===== src/hdl/cigar_breakpoint_scanner_unit_macros.svh =====
// Assertion macros shared by the breakpoint scanner RTL.
`ifndef CIGAR_BREAKPOINT_SCANNER_UNIT_MACROS_SVH
`define CIGAR_BREAKPOINT_SCANNER_UNIT_MACROS_SVH

// Property that must hold at every clock edge outside reset.
`define CBS_ASSERT(lbl, clk, rstn, prop, msg) \
  lbl: assert property (@(posedge clk) disable iff (!rstn) prop) \
    else $error(msg);

// Condition that must never be true outside reset.
`define CBS_ASSERT_NEVER(lbl, clk, rstn, cond, msg) \
  lbl: assert property (@(posedge clk) disable iff (!rstn) !(cond)) \
    else $error(msg);

`endif


===== src/hdl/cbs_pkg.sv =====
// Shared types, constants and helpers of the CIGAR breakpoint scanner.
package cbs_pkg;

  localparam int unsigned PosW   = 32;
  localparam int unsigned LenW   = 28;
  localparam int unsigned RidW   = 31;
  localparam int unsigned CfgW   = 28;
  localparam int unsigned CfgIdxW = 2;
  localparam int unsigned NumEv  = 4;
  localparam int unsigned QDepth = 4;
  localparam int unsigned QPtrW  = $clog2(QDepth);
  localparam int unsigned QCntW  = $clog2(QDepth + 1);

  localparam logic [PosW-1:0] PosMax = '1;

  localparam logic [CfgW-1:0] MinDelReset  = CfgW'(100);
  localparam logic [CfgW-1:0] MinClipReset = CfgW'(20);

  typedef enum logic [3:0] {
    OP_M  = 4'd0,
    OP_I  = 4'd1,
    OP_D  = 4'd2,
    OP_N  = 4'd3,
    OP_S  = 4'd4,
    OP_H  = 4'd5,
    OP_P  = 4'd6,
    OP_EQ = 4'd7,
    OP_X  = 4'd8
  } op_e;

  typedef enum logic [1:0] {
    EV_DEL   = 2'd0,
    EV_LCLIP = 2'd1,
    EV_RCLIP = 2'd2,
    EV_SUM   = 2'd3
  } event_e;

  typedef enum logic [CfgIdxW-1:0] {
    CFG_INDEL_EN = 2'd0,
    CFG_CLIP_EN  = 2'd1,
    CFG_MIN_DEL  = 2'd2,
    CFG_MIN_CLIP = 2'd3
  } cfg_idx_e;

  typedef struct packed {
    logic [3:0]      op_code;
    logic [LenW-1:0] op_length;
    logic            first_op;
    logic            last_op;
    logic [RidW-1:0] reference_id;
    logic [PosW-1:0] align_start;
    logic            reverse_strand;
    logic [LenW-1:0] read_length;
  } in_req_t;

  typedef struct packed {
    event_e          event_kind;
    logic [PosW-1:0] left_position;
    logic [PosW-1:0] right_position;
    logic [RidW-1:0] ref_index;
    logic            strand_reverse;
    logic [LenW-1:0] clip_start;
    logic [LenW-1:0] clip_length;
    logic [PosW-1:0] reference_end;
    logic [PosW-1:0] query_start;
    logic [PosW-1:0] query_stop;
    logic [PosW-1:0] query_total;
    logic            last_result;
  } out_rsp_t;

  // One classified op: which results it owes plus everything to build them.
  typedef struct packed {
    logic [NumEv-1:0] ev;
    logic [RidW-1:0]  rid;
    logic             strand;
    logic [PosW-1:0]  start;
    logic [PosW-1:0]  ref_before;
    logic [PosW-1:0]  ref_end;
    logic [LenW-1:0]  lclip_len;
    logic [LenW-1:0]  rclip_start;
    logic [LenW-1:0]  rclip_len;
    logic [PosW-1:0]  q_begin;
    logic [PosW-1:0]  q_end;
    logic [PosW-1:0]  q_size;
  } job_t;

  typedef struct packed {
    logic full;
    logic empty;
  } q_stat_t;

  function automatic logic [PosW-1:0] sat_add(input logic [PosW-1:0] a,
                                               input logic [LenW-1:0] b);
    logic [PosW:0] sum;
    sum = {1'b0, a} + (PosW+1)'(b);
    return sum[PosW] ? PosMax : sum[PosW-1:0];
  endfunction

endpackage


===== src/hdl/cbs_front.sv =====
// Front end: config registers, record accumulators and op classification.
module cbs_front (
  input  logic                         clk_i,
  input  logic                         rst_ni,
  input  logic                         cfg_we_i,
  input  logic [cbs_pkg::CfgIdxW-1:0]  cfg_index_i,
  input  logic [cbs_pkg::CfgW-1:0]     cfg_wdata_i,
  input  logic                         in_valid_i,
  output logic                         in_stall_o,
  input  cbs_pkg::in_req_t             in_req_i,
  input  cbs_pkg::q_stat_t             q_stat_i,
  output logic                         push_o,
  output cbs_pkg::job_t                job_o
);

  logic                        indel_en_q, clip_en_q;
  logic [cbs_pkg::CfgW-1:0]    min_del_q, min_clip_q;
  logic [cbs_pkg::PosW-1:0]    re_q, qb_q, qe_q, qs_q;
  logic [cbs_pkg::PosW-1:0]    re0, qb0, qe0, qs0;
  logic [cbs_pkg::PosW-1:0]    re_d, qb_d, qe_d, qs_d;
  logic [cbs_pkg::PosW-1:0]    len_w;
  logic [cbs_pkg::LenW-1:0]    len, rlen;
  logic                        undet, is_s, is_del, clip_hit, accept;

  always_ff @(posedge clk_i or negedge rst_ni) begin
    if (!rst_ni) begin
      indel_en_q <= 1'b1;
      clip_en_q  <= 1'b1;
      min_del_q  <= cbs_pkg::MinDelReset;
      min_clip_q <= cbs_pkg::MinClipReset;
    end else if (cfg_we_i) begin
      unique case (cbs_pkg::cfg_idx_e'(cfg_index_i))
        cbs_pkg::CFG_INDEL_EN: indel_en_q <= cfg_wdata_i[0];
        cbs_pkg::CFG_CLIP_EN:  clip_en_q  <= cfg_wdata_i[0];
        cbs_pkg::CFG_MIN_DEL:  min_del_q  <= cfg_wdata_i;
        cbs_pkg::CFG_MIN_CLIP: min_clip_q <= cfg_wdata_i;
        default: ;
      endcase
    end
  end

  assign len   = in_req_i.op_length;
  assign rlen  = in_req_i.read_length;
  assign len_w = cbs_pkg::PosW'(len);

  // a first op restarts the record before the op itself is applied
  always_comb begin
    re0 = in_req_i.first_op ? in_req_i.align_start : re_q;
    qb0 = in_req_i.first_op ? cbs_pkg::PosMax : qb_q;
    qe0 = in_req_i.first_op ? '0 : qe_q;
    qs0 = in_req_i.first_op ? '0 : qs_q;
  end

  assign undet = (qb0 == cbs_pkg::PosMax);

  always_comb begin
    re_d   = re0;
    qb_d   = qb0;
    qe_d   = qe0;
    qs_d   = qs0;
    is_s   = 1'b0;
    is_del = 1'b0;
    unique case (cbs_pkg::op_e'(in_req_i.op_code))
      cbs_pkg::OP_M, cbs_pkg::OP_EQ, cbs_pkg::OP_X: begin
        re_d = cbs_pkg::sat_add(re0, len);
        if (undet) begin
          qb_d = '0;
          qe_d = len_w;
        end else begin
          qe_d = cbs_pkg::sat_add(qe0, len);
        end
        qs_d = cbs_pkg::sat_add(qs0, len);
      end
      cbs_pkg::OP_S, cbs_pkg::OP_H: begin
        is_s = (cbs_pkg::op_e'(in_req_i.op_code) == cbs_pkg::OP_S);
        if (undet) begin
          qb_d = len_w;
          qe_d = len_w;
        end
        qs_d = cbs_pkg::sat_add(qs0, len);
      end
      cbs_pkg::OP_I, cbs_pkg::OP_P: begin
        qe_d = cbs_pkg::sat_add(qe0, len);
        if (undet) qb_d = '0;
        qs_d = cbs_pkg::sat_add(qs0, len);
      end
      cbs_pkg::OP_D, cbs_pkg::OP_N: begin
        is_del = 1'b1;
        if (undet) begin
          qb_d = len_w;
          qe_d = len_w;
        end
        re_d = cbs_pkg::sat_add(re0, len);
      end
      default: ;  // undefined codes leave the record untouched
    endcase
  end

  assign clip_hit = is_s & clip_en_q & (len >= min_clip_q);

  always_comb begin
    job_o = '0;
    job_o.ev[cbs_pkg::EV_DEL]   = is_del & indel_en_q & (len >= min_del_q);
    job_o.ev[cbs_pkg::EV_LCLIP] = clip_hit & in_req_i.first_op;
    job_o.ev[cbs_pkg::EV_RCLIP] = clip_hit & in_req_i.last_op;
    job_o.ev[cbs_pkg::EV_SUM]   = in_req_i.last_op;
    job_o.rid         = in_req_i.reference_id;
    job_o.strand      = in_req_i.reverse_strand;
    job_o.start       = in_req_i.align_start;
    job_o.ref_before  = re0;
    job_o.ref_end     = re_d;
    job_o.lclip_len   = (len < rlen) ? len : rlen;
    job_o.rclip_start = (len < rlen) ? (rlen - len) : '0;
    job_o.rclip_len   = rlen - job_o.rclip_start;
    job_o.q_begin     = qb_d;
    job_o.q_end       = qe_d;
    job_o.q_size      = qs_d;
  end

  assign in_stall_o = q_stat_i.full;
  assign accept     = in_valid_i & ~q_stat_i.full;
  assign push_o     = accept & (|job_o.ev);

  always_ff @(posedge clk_i or negedge rst_ni) begin
    if (!rst_ni) begin
      re_q <= '0;
      qb_q <= cbs_pkg::PosMax;
      qe_q <= '0;
      qs_q <= '0;
    end else if (accept) begin
      re_q <= re_d;
      qb_q <= qb_d;
      qe_q <= qe_d;
      qs_q <= qs_d;
    end
  end

endmodule


===== src/hdl/cbs_queue.sv =====
// Short job queue between the classifying front end and the result back end.
module cbs_queue (
  input  logic              clk_i,
  input  logic              rst_ni,
  input  logic              push_i,
  input  cbs_pkg::job_t     job_i,
  input  logic              pop_i,
  output cbs_pkg::q_stat_t  stat_o,
  output cbs_pkg::job_t     head_o
);

  `include "cigar_breakpoint_scanner_unit_macros.svh"

  cbs_pkg::job_t               mem_q [cbs_pkg::QDepth];
  logic [cbs_pkg::QPtrW-1:0]   wr_ptr_q, rd_ptr_q;
  logic [cbs_pkg::QCntW-1:0]   cnt_q, cnt_d;

  always_ff @(posedge clk_i) begin
    if (push_i) mem_q[wr_ptr_q] <= job_i;
  end

  always_comb begin
    cnt_d = cnt_q;
    if (push_i && !pop_i) cnt_d = cnt_q + 1'b1;
    else if (!push_i && pop_i) cnt_d = cnt_q - 1'b1;
  end

  always_ff @(posedge clk_i or negedge rst_ni) begin
    if (!rst_ni) begin
      wr_ptr_q <= '0;
      rd_ptr_q <= '0;
      cnt_q    <= '0;
    end else begin
      if (push_i) wr_ptr_q <= wr_ptr_q + 1'b1;
      if (pop_i)  rd_ptr_q <= rd_ptr_q + 1'b1;
      cnt_q <= cnt_d;
    end
  end

  assign stat_o.full  = (cnt_q == cbs_pkg::QCntW'(cbs_pkg::QDepth));
  assign stat_o.empty = (cnt_q == '0);
  assign head_o       = mem_q[rd_ptr_q];

  `CBS_ASSERT_NEVER(a_q_overflow, clk_i, rst_ni, push_i && stat_o.full && !pop_i,
                    "job queue written while full")
  `CBS_ASSERT_NEVER(a_q_underflow, clk_i, rst_ni, pop_i && stat_o.empty,
                    "job queue popped while empty")

endmodule


===== src/hdl/cbs_back.sv =====
// Back end: expands each queued job into results, one per cycle unless stalled.
module cbs_back (
  input  logic              clk_i,
  input  logic              rst_ni,
  input  cbs_pkg::q_stat_t  q_stat_i,
  input  cbs_pkg::job_t     head_i,
  output logic              pop_o,
  output logic              out_valid_o,
  input  logic              out_stall_i,
  output cbs_pkg::out_rsp_t out_rsp_o
);

  `include "cigar_breakpoint_scanner_unit_macros.svh"

  logic [cbs_pkg::NumEv-1:0] done_q, done_d, pending, sel, rest;
  logic                      out_valid_q, load;
  cbs_pkg::event_e           kind;
  cbs_pkg::out_rsp_t         rsp_d, rsp_q;

  // results leave in kind order: deletion, left clip, right clip, summary
  assign pending = head_i.ev & ~done_q;
  assign sel     = pending & (~pending + 1'b1);
  assign rest    = pending & ~sel;
  assign load    = ~q_stat_i.empty & (~out_valid_q | ~out_stall_i);
  assign pop_o   = load & (rest == '0);

  always_comb begin
    priority if (pending[cbs_pkg::EV_DEL])   kind = cbs_pkg::EV_DEL;
    else if (pending[cbs_pkg::EV_LCLIP])     kind = cbs_pkg::EV_LCLIP;
    else if (pending[cbs_pkg::EV_RCLIP])     kind = cbs_pkg::EV_RCLIP;
    else                                     kind = cbs_pkg::EV_SUM;
  end

  always_comb begin
    rsp_d = '0;
    rsp_d.event_kind     = kind;
    rsp_d.ref_index      = head_i.rid;
    rsp_d.strand_reverse = head_i.strand;
    rsp_d.last_result    = (rest == '0);
    unique case (kind)
      cbs_pkg::EV_DEL: begin
        rsp_d.left_position  = head_i.ref_before;
        rsp_d.right_position = head_i.ref_end;
      end
      cbs_pkg::EV_LCLIP: begin
        rsp_d.left_position  = cbs_pkg::PosMax;
        rsp_d.right_position = head_i.start;
        rsp_d.clip_length    = head_i.lclip_len;
      end
      cbs_pkg::EV_RCLIP: begin
        // reference end before the op: zero stays zero
        rsp_d.left_position  = (head_i.ref_before == '0) ? '0 : head_i.ref_before - 1'b1;
        rsp_d.right_position = cbs_pkg::PosMax;
        rsp_d.clip_start     = head_i.rclip_start;
        rsp_d.clip_length    = head_i.rclip_len;
      end
      cbs_pkg::EV_SUM: begin
        rsp_d.left_position  = head_i.start;
        rsp_d.right_position = head_i.ref_end;
        rsp_d.reference_end  = head_i.ref_end;
        rsp_d.query_start    = head_i.q_begin;
        rsp_d.query_stop     = head_i.q_end;
        rsp_d.query_total    = head_i.q_size;
      end
      default: ;
    endcase
  end

  always_comb begin
    done_d = done_q;
    if (load) done_d = (rest == '0) ? '0 : (done_q | sel);
  end

  always_ff @(posedge clk_i) begin
    if (load) rsp_q <= rsp_d;
  end

  always_ff @(posedge clk_i or negedge rst_ni) begin
    if (!rst_ni) begin
      out_valid_q <= 1'b0;
      done_q      <= '0;
    end else begin
      if (load) out_valid_q <= 1'b1;
      else if (!out_stall_i) out_valid_q <= 1'b0;
      done_q <= done_d;
    end
  end

  assign out_valid_o = out_valid_q;
  assign out_rsp_o   = rsp_q;

  `CBS_ASSERT(a_done_holds, clk_i, rst_ni, (out_valid_q && out_stall_i) |=> $stable(done_q),
              "result progress moved while output stalled")
  `CBS_ASSERT(a_head_pending, clk_i, rst_ni, !q_stat_i.empty |-> (pending != '0),
              "queued job has no result left to send")

endmodule


===== src/hdl/cigar_breakpoint_scanner_unit.sv =====
// CIGAR breakpoint scanner top level: front end, job queue and result back end.
//
// Input channel: one CIGAR op per request (in_valid_i / in_stall_o, payload
// in_req_i) with its record fields; first_op restarts the record
// accumulators, last_op asks for the alignment summary.
// Output channel: results on out_valid_o / out_stall_i, payload out_rsp_o;
// last_result marks the final result caused by one op.
// Config: cfg_we_i writes register cfg_index_i (0 indel enable, 1 clip
// enable, 2 minimum deletion, 3 minimum clip) with cfg_wdata_i.
// Timing: an accepted op is written into the job queue at the accepting
// edge; the output register then loads its first result from the queue head
// once the back end is free to take it.
// Throughput: one op per cycle while the job queue is not full; an op owing
// several results (up to three) holds the result stage until all have left, and
// the four-entry job queue absorbs it. Ops owing no result never enter the queue.
// Reset: accumulators clear, registers take their defaults, the queue empties.
// When the receiver stalls, the output register holds; input stall rises only
// once the job queue is full.
module cigar_breakpoint_scanner_unit (
  input  logic                         clk_i,
  input  logic                         rst_ni,
  input  logic                         cfg_we_i,
  input  logic [cbs_pkg::CfgIdxW-1:0]  cfg_index_i,
  input  logic [cbs_pkg::CfgW-1:0]     cfg_wdata_i,
  input  logic                         in_valid_i,
  output logic                         in_stall_o,
  input  cbs_pkg::in_req_t             in_req_i,
  output logic                         out_valid_o,
  input  logic                         out_stall_i,
  output cbs_pkg::out_rsp_t            out_rsp_o
);

  cbs_pkg::q_stat_t q_stat;
  cbs_pkg::job_t    push_job, head_job;
  logic             push, pop;

  cbs_front u_front (
    .clk_i       (clk_i),
    .rst_ni      (rst_ni),
    .cfg_we_i    (cfg_we_i),
    .cfg_index_i (cfg_index_i),
    .cfg_wdata_i (cfg_wdata_i),
    .in_valid_i  (in_valid_i),
    .in_stall_o  (in_stall_o),
    .in_req_i    (in_req_i),
    .q_stat_i    (q_stat),
    .push_o      (push),
    .job_o       (push_job)
  );

  cbs_queue u_queue (
    .clk_i  (clk_i),
    .rst_ni (rst_ni),
    .push_i (push),
    .job_i  (push_job),
    .pop_i  (pop),
    .stat_o (q_stat),
    .head_o (head_job)
  );

  cbs_back u_back (
    .clk_i       (clk_i),
    .rst_ni      (rst_ni),
    .q_stat_i    (q_stat),
    .head_i      (head_job),
    .pop_o       (pop),
    .out_valid_o (out_valid_o),
    .out_stall_i (out_stall_i),
    .out_rsp_o   (out_rsp_o)
  );

endmodule

===== config.mk =====
export PLATFORM = sky130hd
export DESIGN_NAME = cigar_breakpoint_scanner_unit
export DESIGN_NICKNAME = d
export VERILOG_FILES = /design/src/hdl/cbs_pkg.sv /design/src/hdl/cbs_front.sv /design/src/hdl/cbs_queue.sv /design/src/hdl/cbs_back.sv /design/src/hdl/cigar_breakpoint_scanner_unit.sv
export VERILOG_INCLUDE_DIRS = /design/src /design/src/hdl
export SDC_FILE = /design/constraint.sdc
export NUM_CORES = 2
export LEC_CHECK = 0
export BUFFER_PORTS_ARGS = -buffer_cell sky130_fd_sc_hd__buf_2
export CAP_MARGIN = 20
export CORE_UTILIZATION = 50
export DETAILED_ROUTE_END_ITERATION = 6
export MAX_ROUTING_LAYER = met4
export PLACE_DENSITY = 0.81
export SLEW_MARGIN = 30
export SYNTH_ARGS = -nofsm -noshare
export SYNTH_HDL_FRONTEND = slang
export SYNTH_SLANG_ARGS = --single-unit

===== constraint.sdc =====
create_clock -name clk_i -period 16.5 [get_ports clk_i]
set_input_delay 1.65 -clock clk_i [delete_from_list [all_inputs] [get_ports clk_i]]
set_output_delay 1.65 -clock clk_i [all_outputs]
set_load 0.01 [all_outputs]

Word-level counts from Yosys, hierarchy flattened
Memory sizes are Yosys's and may differ from the RTL's.
Index checks and enable logic that the tools add are counted.
{"block": "word_totals", "regBits": 481, "ram_bits": 1248, "inputBits": 161, "out_inout_bits": 285, "elab_cells": 135, "n_memories": 1}
{"name": "u_queue.mem_q", "depth": 4, "word_bits": 312, "rd": 1, "rd_clocked_by_memory_dff": 0, "write_ports": 1, "line_no": "cbs_queue.sv:14", "rtl": "cbs_pkg::job_t mem_q [cbs_pkg::QDepth];"}
{"block": "op_classes", "add_sub_neg": 11, "order_cmp": 3, "eq_ne": 17, "muxes": 32, "n_bitwise": 22, "reduce_logical": 24}
{"cell": "$mux 32", "n": 14}
{"cell": "$pmux 64 s4", "n": 1}
{"cell": "$add 32x28->33", "n": 3}
{"cell": "$pmux 32 s3", "n": 1}
{"cell": "$pmux 32 s2", "n": 1}
{"cell": "$ge 28x28->1", "n": 2}
{"cell": "$mux 28", "n": 2}
{"cell": "$pmux 28 s2", "n": 1}
{"cell": "$sub 28x28->28", "n": 2}
{"cell": "$eq 32x32->1 const B", "n": 1}
{"cell": "$logic_not 32->1", "n": 1}
{"cell": "$sub 32x1->32 const B", "n": 1}
{"cell": "$lt 28x28->1", "n": 1}
{"cell": "$eq 4x3->1 const B", "n": 4}
{"cell": "$and 4x4->4", "n": 3}
{"cell": "$not 4->4", "n": 3}
{"cell": "$and 1x1->1", "n": 10}
{"cell": "$reduce_or 5->1", "n": 2}
{"cell": "$eq 2x2->1 const B", "n": 4}
{"cell": "$eq 4x2->1 const B", "n": 2}
{"cell": "$logic_not 4->1", "n": 2}
{"cell": "$reduce_and 2->1", "n": 4}
{"cell": "$reduce_or 4->1", "n": 2}
{"cell": "$mux 1", "n": 7}
{"cell": "other kinds (23)", "n": 35}

Logic depth before layout (Yosys ltp)
{"block": "logic_depth", "ltp_word": 12, "depth_mapped": 23, "depth_no_buf": 23}

Hierarchy
Synthesis repeated with hierarchy kept, for this count alone.
{"block": "hier_totals", "hier_cells": 4949, "area_unflattened_um2": 76882.5}
{"module": "cbs_queue", "instances": 1, "cells_per_inst": 1664, "area_per_inst_um2": 45423.6, "seq_area_each_um2": 37651.1}
{"module": "cbs_front", "instances": 1, "cells_per_inst": 2372, "area_per_inst_um2": 19316.0, "seq_area_each_um2": 4703.3}
{"module": "cbs_back", "instances": 1, "cells_per_inst": 913, "area_per_inst_um2": 12142.9, "seq_area_each_um2": 8623.3}

Least setup slack after synthesis
Ideal clock, no wire load.
{"block": "synth_timing", "path_kind": "input port to flip-flop", "start": "in out_stall_i", "end": "reg u_queue.cnt_q[1] (netlist name)", "setup_ps": 125, "arrival_ps": 17696, "required_ps": 16375, "path_slack_ps": -1321, "path_stages": 7, "path_buffers": 0, "path_cell_list": "a21oi_1 -> and2_1 -> inv_1 -> ha_1 -> inv_1 -> fa_1 -> mux2_2"}
{"block": "synth_via", "elab_chain_cells": 7, "elab_cells_between_ends": 9, "classes_between": "mux (1); bitwise (4); reduce/logical (4)"}
{"element": "start, declared", "line_no": "cigar_breakpoint_scanner_unit.sv:29", "rtl": "input logic out_stall_i,"}
{"element": "$not 1->1", "line_no": "cbs_back.sv:24", "rtl": "assign load = ~q_stat_i.empty & (~out_valid_q | ~out_stall_i);"}
{"element": "$or 1x1->1", "line_no": "cbs_back.sv:24"}
{"element": "$and 1x1->1", "line_no": "cbs_back.sv:24"}
{"element": "$and 1x1->1", "line_no": "cbs_back.sv:25", "rtl": "assign pop_o = load & (rest == '0);"}
{"element": "$logic_not 1->1", "line_no": "cbs_queue.sv:24", "rtl": "if (push_i && !pop_i) cnt_d = cnt_q + 1'b1;"}
{"element": "$logic_and 1x1->1", "line_no": "cbs_queue.sv:24"}
{"element": "$mux 3", "line_no": "cbs_queue.sv:24"}
{"element": "named net u_queue.cnt_d (one bit)", "line_no": "cbs_queue.sv:16", "rtl": "logic [cbs_pkg::QCntW-1:0] cnt_q, cnt_d;"}
{"element": "end signal, assigned", "line_no": "cbs_queue.sv:36", "rtl": "cnt_q <= cnt_d;"}
{"element": "end, declared", "line_no": "cbs_queue.sv:16"}
The timed path passes the listed nets, and every way through them passes these cells.
A chain may end at the register's enable or synchronous reset.

==> out/qor.csv <==
stage;metric;value;unit
worst_setup_path;cp-end-kind;register;
clocking;insertion_delay;0.86;ns
logic_synthesis;yosysSeqAreaShare;66.41;%
drt;drt-total-wl;199.5;mm
die;fp.dieW;393.4;µm
drt;vias;46360;
logic_synthesis;syn_nets;5287;
sta;hold_viol;0;
finish;utilization;57.33;%
worst_setup_path;cp-start-kind;primary input;
finish;nNetsFinal;5744;
grt;antenna_found_initial;29;
drt;drt-initial-drc-count;5244;
logic_synthesis;syn_inst;4915;
sta;maxSlewHeadroom;27.77;%
power_and_ir_drop;power_switching;5.514;mW
worst_setup_path;cp.arrival;7.55;ns
grt;grt_pass1_wl;292.1;mm
power_and_ir_drop;power_frac_comb;34.6;%
die;coreArea;151900;µm²
die;die_area;154700;µm²
clocking;cts_root_buf;clkbuf_16;
logic_synthesis;yosysTopAreaCell;edfxtp_1;
finish;area_growth;13.73;%
clocking;postCtsHoldBufs;0;
worst_setup_path;critPathBufInv;3;
grt;overflow;0;
worst_setup_path;worstPathRequired;17.11;ns
placement;dpl.hpwl;130.3;mm
sta;final.min_clock_period;6.944;ns
sta;slew_violations;0;
logic_synthesis;synth-main-ff-cell;edfxtp_1;
drt;drc;0;
logic_synthesis;ys_ff_latch;1725;
logic_synthesis;async_reset_ff_share;11.48;%
clocking;ctsResizeCount;0;
drt;wl_per_cell;26.35;µm
clocking;cts_max_path_buffers;3;
clocking;cts_setup_buffers;0;
logic_synthesis;synth_area_leaders;edfxtp_1 60%, mux4_2 8.6%, dfrtp_1 5.2%;
outcome;status;finished clean;
sta;fin_skew;0.06892;ns
logic_synthesis;synth-edff-count;1527;
power_and_ir_drop;power_leakage;31.78;nW
worst_setup_path;cpPeakStageDelay;0.54;ns
sta;fin_crit_sh;42.09;%
placement;routabilityCongestion;0.9739;
power_and_ir_drop;power_density;185.1;nW/µm²
sta;fin_setup_tns;0;ns
logic_synthesis;post-synth-top-count-cell;edfxtp_1;
worst_setup_path;crit_fanout;24;
power_and_ir_drop;swShare;34.22;%
power_and_ir_drop;seqPwrFrac;40.5;%
power_and_ir_drop;irDropWorstVdd;0.1415;mV
placement;port_buffers;445;
clocking;cts_tree;built;
sta;fmax;144.0;MHz
worst_setup_path;crit_chain;buf_2, inv_1, ha_1, nand4_1, nor4_1, o21ai_0, nand3_1, nor2_1, a21oi_2, buf_4, nand2_1, ha_1, nand2_1, or3_1, a2111oi_0, o21bai_1, a21boi_0, o31a_1, o41ai_1, o21bai_1, a21oi_1, xnor2_1;
logic_synthesis;avgSynthCellArea;15.58;µm²
die;initial_core_util;50.41;%
worst_setup_path;cp_top_family;compound AO/OA/AOI/OAI gates;
worst_setup_path;crit_slowest_cell;a2111oi_0;
worst_setup_path;critPathKind;in2reg;
logic_synthesis;synth_area;76580;µm²
flow_run;cap_viol_max_count;0;
drt;drtAntennaViolNets;0;
grt;track_usage;26.12;%
die;ioPinCount;446;
clocking;clkSlewWorstSetupHoldPaths;0.06;ns
sta;finalSetupViolCount;0;
die;num_rows;143;
power_and_ir_drop;power;16.12;mW
logic_synthesis;yosys-top-cells-count;1527 x edfxtp_1, 293 x mux4_2, 279 x a21oi_1, 274 x nand2_1, 236 x o21ai_0;
power_and_ir_drop;p_clk_share;24.9;%
logic_synthesis;yosysTopAreaCellShare;59.88;%
finish;drive_gt1_share;24.39;%
clocking;cts_buffers;173;
clocking;tritoncts_num_sinks;1725;
sta;rsz0062_at_grt;false;
grt;grt_pass1_vias;45600;
drt;routed_via_density;6.123;
grt;grt_max_degree;153;
logic_synthesis;yosysUniqueCellTypes;99;
power_and_ir_drop;p_int;10.60;mW
die;die_h;393.4;µm
sta;tightest_slew;1.072;ns
drt;dr.pass1.iters;7;
clocking;h-tree-depth;4;
min_path;worstHoldPathType;reg2reg;
logic_synthesis;yosys_warnings;0;
==> state kept, by name, indices dropped and copies added (netlist names), 2 cells and up <==
signal              count
u_front.min_clip_q     28
u_front.qb_q           32
u_queue.mem_q        1244
u_front.re_q           32
u_back.done_q           4
u_queue.wr_ptr_q        2
u_front.qs_q           32
u_queue.rd_ptr_q        2
u_back.out_rsp_o      283
u_queue.cnt_q           3
u_front.qe_q           32
u_front.min_del_q      28
==> tightest hold or removal path: cells and delay by family, from the launching register on <==
kind / cells / cell delay (ns)
DFF: 1 / 0.37
and+or+nand+nor: 2 / 0.10
==> worst paths after layout <==
kind,slack (ns),from,depth (start not counted),endpoint
worst max-delay path,9.56,in_req_i[117],22,u_queue.mem_q[2][122]
worst min-delay path,0.48,u_front.qb_q[19],2,u_front.qb_q[19]
min in group asynchronous,0.80,rst_ni,1,u_front.min_clip_q[14]
max in group asynchronous,13.92,rst_ni,3,u_front.qe_q[5]
worst min register to register,0.48,u_front.qb_q[19],2,u_front.qb_q[19]
worst max register to register,11.20,u_front.min_del_q[0],13,u_queue.mem_q[0][286]
==> per-layer routing <==
layer | vias up | track usage [%] | share of wire (%)
met5 | - | - | 0
met4 | 0 | 10.26 | 3.7
met3 | 422 | 6.092 | 9.7
met2 | 2418 | 39.08 | 47
met1 | 23490 | 34.72 | 40
li1 | 20030 | - | -
==> per-stage QoR <==
stage / hold WS [ns] / cell area [µm²] / worst slack [ns] / instances
finish: 0.4796 / 87090 / 9.556 / 7571
global route: 0.4935 / 87070 / 8.969 / 7565
CTS: 0.4781 / 86910 / 9.687 / 7544
detailed placement: 0.4641 / 81060 / 8.845 / 7223
global placement: 0.4543 / 80990 / 8.972 / 7221
floorplan: 0.4380 / 76580 / 5.339 / 4915
==> power by group through the flow <==
stage	sequential, mW	clock [mW]	combinational (mW)
detailed placement	6.60	0	5.49
floorplan	6.82	0	3.48
CTS	6.53	4.06	5.53
finish	6.53	4.01	5.57
global route	6.60	4.23	5.94
global placement	6.57	0	5.37
==> placed cells by master (no fill, tap or decap), types with 14 or more instances in the layout <==
cell type | netlist | final
clkinv_2 | 0 | 30
o21ai_0 | 236 | 233
bufinv_16 | 0 | 18
nor2_1 | 212 | 211
mux2_2 | 175 | 175
nand2_1 | 274 | 274
nor2b_1 | 116 | 113
a31oi_1 | 42 | 42
o21bai_1 | 14 | 14
buf_4 | 6 | 56
diode_2 | 0 | 23
a21o_1 | 99 | 99
mux4_1 | 17 | 17
nand2b_1 | 39 | 38
o21a_1 | 31 | 31
a221o_1 | 23 | 23
dfstp_2 | 39 | 39
nor3_1 | 26 | 26
a21oi_1 | 279 | 274
dfrtp_1 | 159 | 157
clkinv_1 | 1 | 22
clkbuf_1 | 153 | 41
a22oi_1 | 53 | 53
inv_1 | 160 | 160
and2_1 | 183 | 179
a221oi_1 | 20 | 20
nand3_1 | 36 | 35
xnor2_1 | 75 | 75
clkbuf_16 | 0 | 179
nand4_1 | 35 | 35
ha_1 | 205 | 201
xor2_1 | 50 | 50
o22a_1 | 17 | 17
mux4_2 | 293 | 293
buf_2 | 44 | 443
a211oi_1 | 24 | 23
edfxtp_1 | 1527 | 1527
==> cells by family (layout without fill, tap and decap cells) <==
kind of cell | after synthesis | after routing | synth area share, %
AOI/OAI and AO/OA | 958 | 958 | 7.902
xor gates and xnor gates | 125 | 125 | 1.430
adders and majority gates | 211 | 211 | 3.506
buffers and inverters | 397 | 1000 | 2.153
DFF | 1725 | 1725 | 66.41
muxes | 493 | 493 | 11.88
other | 0 | 23 | 0
and+or+nand+nor | 1006 | 1006 | 6.717
==> cell type report <==
type	instances	area (µm²)
multi-input combinational	2793	24200
sequential	1725	50870
tap	2030	2540
inverter	162	608.1
antenna	23	57.56
clock inverter	95	1137
fill	11370	64820
timing repair buffer	517	2969
clock buffer	226	4716
Power figures use the tool's default switching activity.
